$ cat src/sv/sbst_pkg.sv
// shared types and constants for the segment box slab test
// no dependencies
`default_nettype none
package sbst_pkg;
   localparam int PARAM_WIDTH = 32;
   localparam int DIV_BITS_PER_STAGE = 2;
   localparam logic signed [PARAM_WIDTH-1:0] PARAM_MAX = 32'sh7FFF_FFFF;
   localparam logic signed [PARAM_WIDTH-1:0] PARAM_MIN = 32'sh8000_0000;

   // per transaction flags that ride beside the dividers
   typedef struct packed {
      logic [2:0] par;
      logic       bad;
   } sbst_side_type;

   // divider latency: magnitude stage, quotient stages, saturation stage
   function automatic int div_latency(input int cw, input int fb);
      return (cw + 1 + fb + DIV_BITS_PER_STAGE - 1) / DIV_BITS_PER_STAGE + 2;
   endfunction
endpackage
`default_nettype wire

$ cat src/sv/sbst_divider.sv
// pipelined signed divider, truncating, quotient saturated to 32 bits
// depends on sbst_pkg
`default_nettype none
module sbst_divider #(
   parameter int COORD_WIDTH     = 16,
   parameter int PARAM_FRAC_BITS = 16
) (
   input  logic                          clock,
   input  logic                          reset,
   input  logic                          in_valid,
   input  logic signed [COORD_WIDTH:0]   in_num,
   input  logic signed [COORD_WIDTH-1:0] in_den,
   output logic                          out_valid,
   output logic signed [sbst_pkg::PARAM_WIDTH-1:0] out_quot
);
   import sbst_pkg::*;

   localparam int NW  = COORD_WIDTH + 1 + PARAM_FRAC_BITS;
   localparam int RW  = COORD_WIDTH + 1;
   localparam int NST = (NW + DIV_BITS_PER_STAGE - 1) / DIV_BITS_PER_STAGE;
   localparam int EW  = (NW > PARAM_WIDTH + 1) ? NW : PARAM_WIDTH + 1;

   logic                   v_ff   [0:NST];
   logic [RW-1:0]          rem_ff [0:NST];
   logic [NW-1:0]          nq_ff  [0:NST];
   logic [COORD_WIDTH-1:0] den_ff [0:NST];
   logic                   neg_ff [0:NST];

   logic [COORD_WIDTH:0]   nraw;
   logic [COORD_WIDTH:0]   nmag;
   logic [COORD_WIDTH-1:0] draw;
   logic [COORD_WIDTH-1:0] dmag;

   // magnitudes and result sign
   assign nraw = in_num;
   assign draw = in_den;
   assign nmag = nraw[COORD_WIDTH] ? (~nraw + 1'b1) : nraw;
   assign dmag = draw[COORD_WIDTH-1] ? (~draw + 1'b1) : draw;

   always_ff @(posedge clock) begin
      v_ff[0]   <= reset ? 1'b0 : in_valid;
      rem_ff[0] <= '0;
      nq_ff[0]  <= {nmag, {PARAM_FRAC_BITS{1'b0}}};
      den_ff[0] <= dmag;
      neg_ff[0] <= nraw[COORD_WIDTH] ^ draw[COORD_WIDTH-1];
   end

   // restoring division, two quotient bits per stage
   for (genvar s = 0; s < NST; s++) begin : g_stage
      logic [RW-1:0] rem_in;
      logic [NW-1:0] nq_in;
      logic [RW-1:0] cand;
      always_comb begin
         rem_in = rem_ff[s];
         nq_in  = nq_ff[s];
         cand   = '0;
         for (int k = 0; k < DIV_BITS_PER_STAGE; k++) begin
            if (s * DIV_BITS_PER_STAGE + k < NW) begin
               cand = {rem_in[RW-2:0], nq_in[NW-1]};
               if (cand >= {1'b0, den_ff[s]}) begin
                  rem_in = cand - {1'b0, den_ff[s]};
                  nq_in  = {nq_in[NW-2:0], 1'b1};
               end else begin
                  rem_in = cand;
                  nq_in  = {nq_in[NW-2:0], 1'b0};
               end
            end
         end
      end
      always_ff @(posedge clock) begin
         v_ff[s+1]   <= reset ? 1'b0 : v_ff[s];
         rem_ff[s+1] <= rem_in;
         nq_ff[s+1]  <= nq_in;
         den_ff[s+1] <= den_ff[s];
         neg_ff[s+1] <= neg_ff[s];
      end
   end

   // sign and saturation
   logic [EW-1:0]                mag;
   logic signed [PARAM_WIDTH-1:0] quot_in;
   logic                         valid_ff;
   logic signed [PARAM_WIDTH-1:0] quot_ff;

   assign mag = EW'(nq_ff[NST]);

   always_comb begin
      if (!neg_ff[NST]) begin
         if (mag > EW'(PARAM_MAX)) quot_in = PARAM_MAX;
         else                      quot_in = mag[PARAM_WIDTH-1:0];
      end else begin
         if (mag > EW'({1'b1, {(PARAM_WIDTH-1){1'b0}}})) quot_in = PARAM_MIN;
         else quot_in = ~mag[PARAM_WIDTH-1:0] + 1'b1;
      end
   end

   always_ff @(posedge clock) begin
      valid_ff <= reset ? 1'b0 : v_ff[NST];
      quot_ff  <= quot_in;
   end

   assign out_valid = valid_ff;
   assign out_quot  = quot_ff;
endmodule
`default_nettype wire

$ cat config.mk
export PLATFORM = sky130hd
export DESIGN_NAME = sbst_divider
export DESIGN_NICKNAME = d
export VERILOG_FILES = /design/src/sv/sbst_pkg.sv /design/src/sv/sbst_divider.sv
export SDC_FILE = /design/constraint.sdc
export NUM_CORES = 2
export LEC_CHECK = 0
export BUFFER_PORTS_ARGS = -buffer_cell sky130_fd_sc_hd__buf_2
export CAP_MARGIN = 20
export CORE_MARGIN = 3
export CORE_UTILIZATION = 60
export DETAILED_ROUTE_END_ITERATION = 7
export GPL_TIMING_DRIVEN = 1
export PLACE_DENSITY = 0.81
export SYNTH_ARGS = -nofsm -noshare
export SYNTH_HDL_FRONTEND = slang
export SYNTH_SLANG_ARGS = --single-unit
$ cat constraint.sdc
create_clock -name clock -period 11.12 [get_ports clock]
set_input_delay 2.224 -clock clock [delete_from_list [all_inputs] [get_ports clock]]
set_output_delay 2.224 -clock clock [all_outputs]
set_load 0.03 [all_outputs]
# ---- Word level (Yosys, flattened, before mapping)
# Memories as Yosys holds them, arrays and structs flattened. A register that Yosys moved wholly into a read port is not among the register bits.
# Index checks and enable logic that the tools add are counted.
dict set report totals {
  inputBits 36
  out_inout_bits 33
  ff_bits 32
  word_cells 170
  mem_count 5
  mem_bits_rw 1224
}
dict set report op_classes {
  n_bitwise 4
  addsub 36
  muxes 89
  magnitude_cmp 35
}
# name depth word_bits rd rd_clocked_by_memory_dff wr line_no
set memory_table {}
lappend memory_table {nq_ff 18 33 18 0 18 sbst_divider.sv:25} ;# logic [NW-1:0] nq_ff [0:NST];
lappend memory_table {rem_ff 18 17 17 0 18 sbst_divider.sv:24} ;# logic [RW-1:0] rem_ff [0:NST];
lappend memory_table {den_ff 18 16 17 0 18 sbst_divider.sv:26} ;# logic [COORD_WIDTH-1:0] den_ff [0:NST];
lappend memory_table {neg_ff 18 1 18 0 18 sbst_divider.sv:27} ;# logic neg_ff [0:NST];
lappend memory_table {v_ff 18 1 18 1 18 sbst_divider.sv:23} ;# logic v_ff [0:NST];
# cell count
set op_table {}
lappend op_table {{$ge A17 B16 Y1} 33}
lappend op_table {{$mux W17} 18}
lappend op_table {{$sub A17 B16 Y17} 17}
lappend op_table {{$mux W16} 17}
lappend op_table {{$sub A16 B16 Y16} 16}
lappend op_table {{$mux W32} 3}
lappend op_table {{$mux W1} 51}
lappend op_table {{$gt A33 B31 Y1 const B} 1}
lappend op_table {{$gt A33 B32 Y1 const B} 1}
lappend op_table {{$add A32 B1 Y32 const B} 1}
lappend op_table {{$not A32 Y32} 1}
lappend op_table {{$add A17 B1 Y17 const B} 1}
lappend op_table {{$not A17 Y17} 1}
lappend op_table {{$add A16 B1 Y16 const B} 1}
lappend op_table {{$not A16 Y16} 1}
lappend op_table {{$xor A1 B1 Y1} 1}

# ---- Logic depth before layout (Yosys ltp)
dict set report depth {
  word_depth 4
  mapped_depth 25
  ltp_nobuf 21
}

# ---- Worst setup path after synthesis
# Ideal clock, no wire load.
dict set report synth_path {
  kind {reg2reg}
  start {memory den_ff[9][1]}
  end {memory rem_ff[10][13] in the netlist's numbering}
  t_arrival_ns 5.043
  path_stages_with_launch 21
  setup_slack_ns 5.956
  n_path_buf 2
  setup_ns 0.121
  required_ns 10.999
  period_less_slack_ns 5.164
  cell_sequence {dfxtp_1 > inv_1 > ha_1 > nor2b_1 > o31a_1 > o211ai_1 > a31oi_1 > nor4_1 > clkbuf_1 > mux2_2 > ha_1 > o21ai_0 > a21oi_1 > o31a_1 > o2111ai_1 > nand2_1 > and2_0 > or3_1 > a211oi_2 > buf_4 > mux2_2}
}
# item line_no
set synth_rtl {}
lappend synth_rtl {{start, declared} sbst_divider.sv:26}
lappend synth_rtl {{end, declared} sbst_divider.sv:24}

==> out/qor.yml <==
setup_tns_ps: 0
place_congestion: 0.935
slowest_stage: "and2_1"
cts_hold_buf: 0
std_cell_rows: 105
fill_cells: 6529
ys.flop_type: "dfxtp_1"
synthCells: 5358
period_minus_slack_ps: 6260
grt_pass1_vias: 37800
dpl_cell_area_sq_mm: 0.0516
cts_tree: "done"
critPathMaxFanout: 22
wirelength_microns: 114000
status: "finished, final reports clean"
setup_violations: 0
fin_cells: 6603
hold_viol_final: 0
drtAntennaViolNets: 0
syn-cell-area_sq_mm: 0.0502
antenna_cells: 0
cts-resized-gates: 0
critPathArrivalTime_ps: 6810
clk_pin_slew_worst_paths_ps: 70
worstPathRequired_ps: 11670
end_kind: "flip-flop"
synthArstFlopShare: 0
synth_edf_count: 0
cts_max_level: 3
fin_worst_skew_ps: 25.8
grt_antenna_before_repair: 3
final_area_sq_mm: 0.0550
tightest_slew_ps: 1030
die_h_microns: 295
maxSlewHeadroom: 0.312
wl_per_cell_microns: 17.3
dp.cells: 6422
critical_path.max_stage_delay_ps: 700
grt_max_degree: 48
clk_latency_ps: 670
syn_nets: 5928
cp-start-kind: "flip-flop"
synth_warnings: 0
clock_path_buffers: 3
grt_overflow: 0
initial_core_util: 0.608
path_common_cell: "o21ai_0"
maxSlewViolCount: 0
ys_seq_elements: 983
die_area_sq_mm: 0.0871
post_drt_via_cell_ratio: 5.90
hp-class: "reg2reg"
fin_crit_sh: 0.563
path_cells: "inv_1 > ha_1 > nor2b_1 > o2111ai_1 > a41oi_1 > o21ai_0 > a311o_1 > and2_1 > mux2_2 > ha_1 > a21oi_1 > o21ai_0 > or3_1 > o21ai_1 > o21ai_0 > a41o_1 > o21ba_2 > inv_2 > mux2_1"
synth_area_per_cell_sq_um: 9.36
fin_nets: 6021
syn_to_final_growth_pct: 9.65
firstDrtPassIters: 6
post-cts-setup-buffer-count: 0
final_cell_mix: "dfxtp_1 (983), ha_1 (510), inv_1 (422)"
setup_slack_ps: 4860
cts_buffers: 97
post-place-ws_ps: 5110
root_buffer: "clkbuf_16"
grt_pass1_wl_microns: 187000
track_usage: 0.259
synth_cell_types: 100
layout_commonest_cell: "dfxtp_1"
die-width_microns: 295
portBuffers: 68
critPathKind: "reg2reg"
rsz0062_at_grt: "no"
dp_hpwl_microns: 87300
numClockSinks: 983
drive_gt1_frac: 0.0999
drt_iter0_markers: 3071
ys_seq_area_frac: 0.392
via_count: 39000
drc: 0
ioPinCount: 69
max-cap-violations: 0
core_sq_mm: 0.0825
max_freq_ghz: 0.160
-- final cells by class --
class	instances	area, sq um	share of cell area
clock buffers	130	2770	0.0503
repair buffers	79	423	0.00769
clock inverters	51	679	0.0124
well taps	1070	1340	0.0243
inverters	429	1610	0.0293
multi-input cells	3861	28500	0.518
flip-flops and latches	983	19700	0.358
-- flip-flops by register name, summed over array words and instances, names as in the netlist --
name / count
rem_ff: 256
out_quot: 32
v_ff: 18
out_valid: 1
neg_ff: 18
den_ff: 272
nq_ff: 386
-- per-layer routing --
metal / share of wire / GRT usage / vias up
li1: - / - / 19300
met1: 0.45 / 0.344 / 18300
met2: 0.47 / 0.439 / 1171
met3: 0.058 / 0.0340 / 265
met4: 0.031 / 0.0847 / 4
met5: 0.00021 / 0 / -
-- Yosys cell counts (22+ instances only) --
cell type / number / area (sq um)
a211oi_1: 33 / 248
a21o_1: 124 / 931
a21oi_1: 373 / 1870
a31oi_1: 41 / 257
and2_1: 29 / 181
clkbuf_1: 53 / 199
dfxtp_1: 983 / 19700
fa_1: 24 / 480
ha_1: 510 / 6380
inv_1: 422 / 1580
mux2_2: 231 / 2600
nand2_1: 355 / 1330
nand2b_1: 67 / 419
nand3_1: 90 / 450
nand4_1: 74 / 463
nor2_1: 345 / 1290
nor2b_1: 82 / 513
nor3_1: 106 / 531
nor4_1: 38 / 238
o211ai_1: 27 / 203
o21a_1: 90 / 676
o21ai_0: 313 / 1570
o21bai_1: 41 / 308
o311ai_0: 24 / 210
o31a_1: 22 / 193
o31ai_1: 34 / 255
or3_1: 42 / 263
xnor2_1: 280 / 2450
xor2_1: 117 / 1020
-- metrics by stage --
stage / hold slack (ps) / util
2_1_floorplan: 310 / -
3_3_place_gp: 310 / 0.625
3_5_place_dp: 312 / 0.625
4_1_cts: 310 / 0.667
5_1_grt: 323 / 0.667
6_report: 311 / 0.667
-- path summary, 6_finish.rpt --
check / startpoint / end / slack, ps / depth (start not counted)
hold reg to reg: nq_ff[12][0] / nq_ff[13][2] / 310 / 0
hold / removal: nq_ff[12][0] / nq_ff[13][2] / 310 / 0
setup / recovery: den_ff[10][1] / rem_ff[11][8] / 4860 / 19
setup reg to reg: den_ff[10][1] / rem_ff[11][8] / 4860 / 19
-- logic make-up after synthesis --
kind of cell / count (synthesis) / synth area share
AO/OA/AOI/OAI: 1341 / 0.174
XOR/XNOR: 397 / 0.0693
adder cells (fa/ha/maj): 534 / 0.137
buffers and inverters: 514 / 0.0397
flip-flops: 983 / 0.392
multiplexers: 270 / 0.0608
AND/OR/NAND/NOR: 1319 / 0.127
-- critical path: cells and delay by family, from the launching register on --
family	cells	cell delay, ps
compound gates	10	2830
simple gates	3	1180
mux	2	760
fa+ha+maj	2	670
flops	1	420
buf+inv	2	290
Power is not shown: default switching activity piles up to over one toggle a cycle in this logic, so the estimate is an artifact.
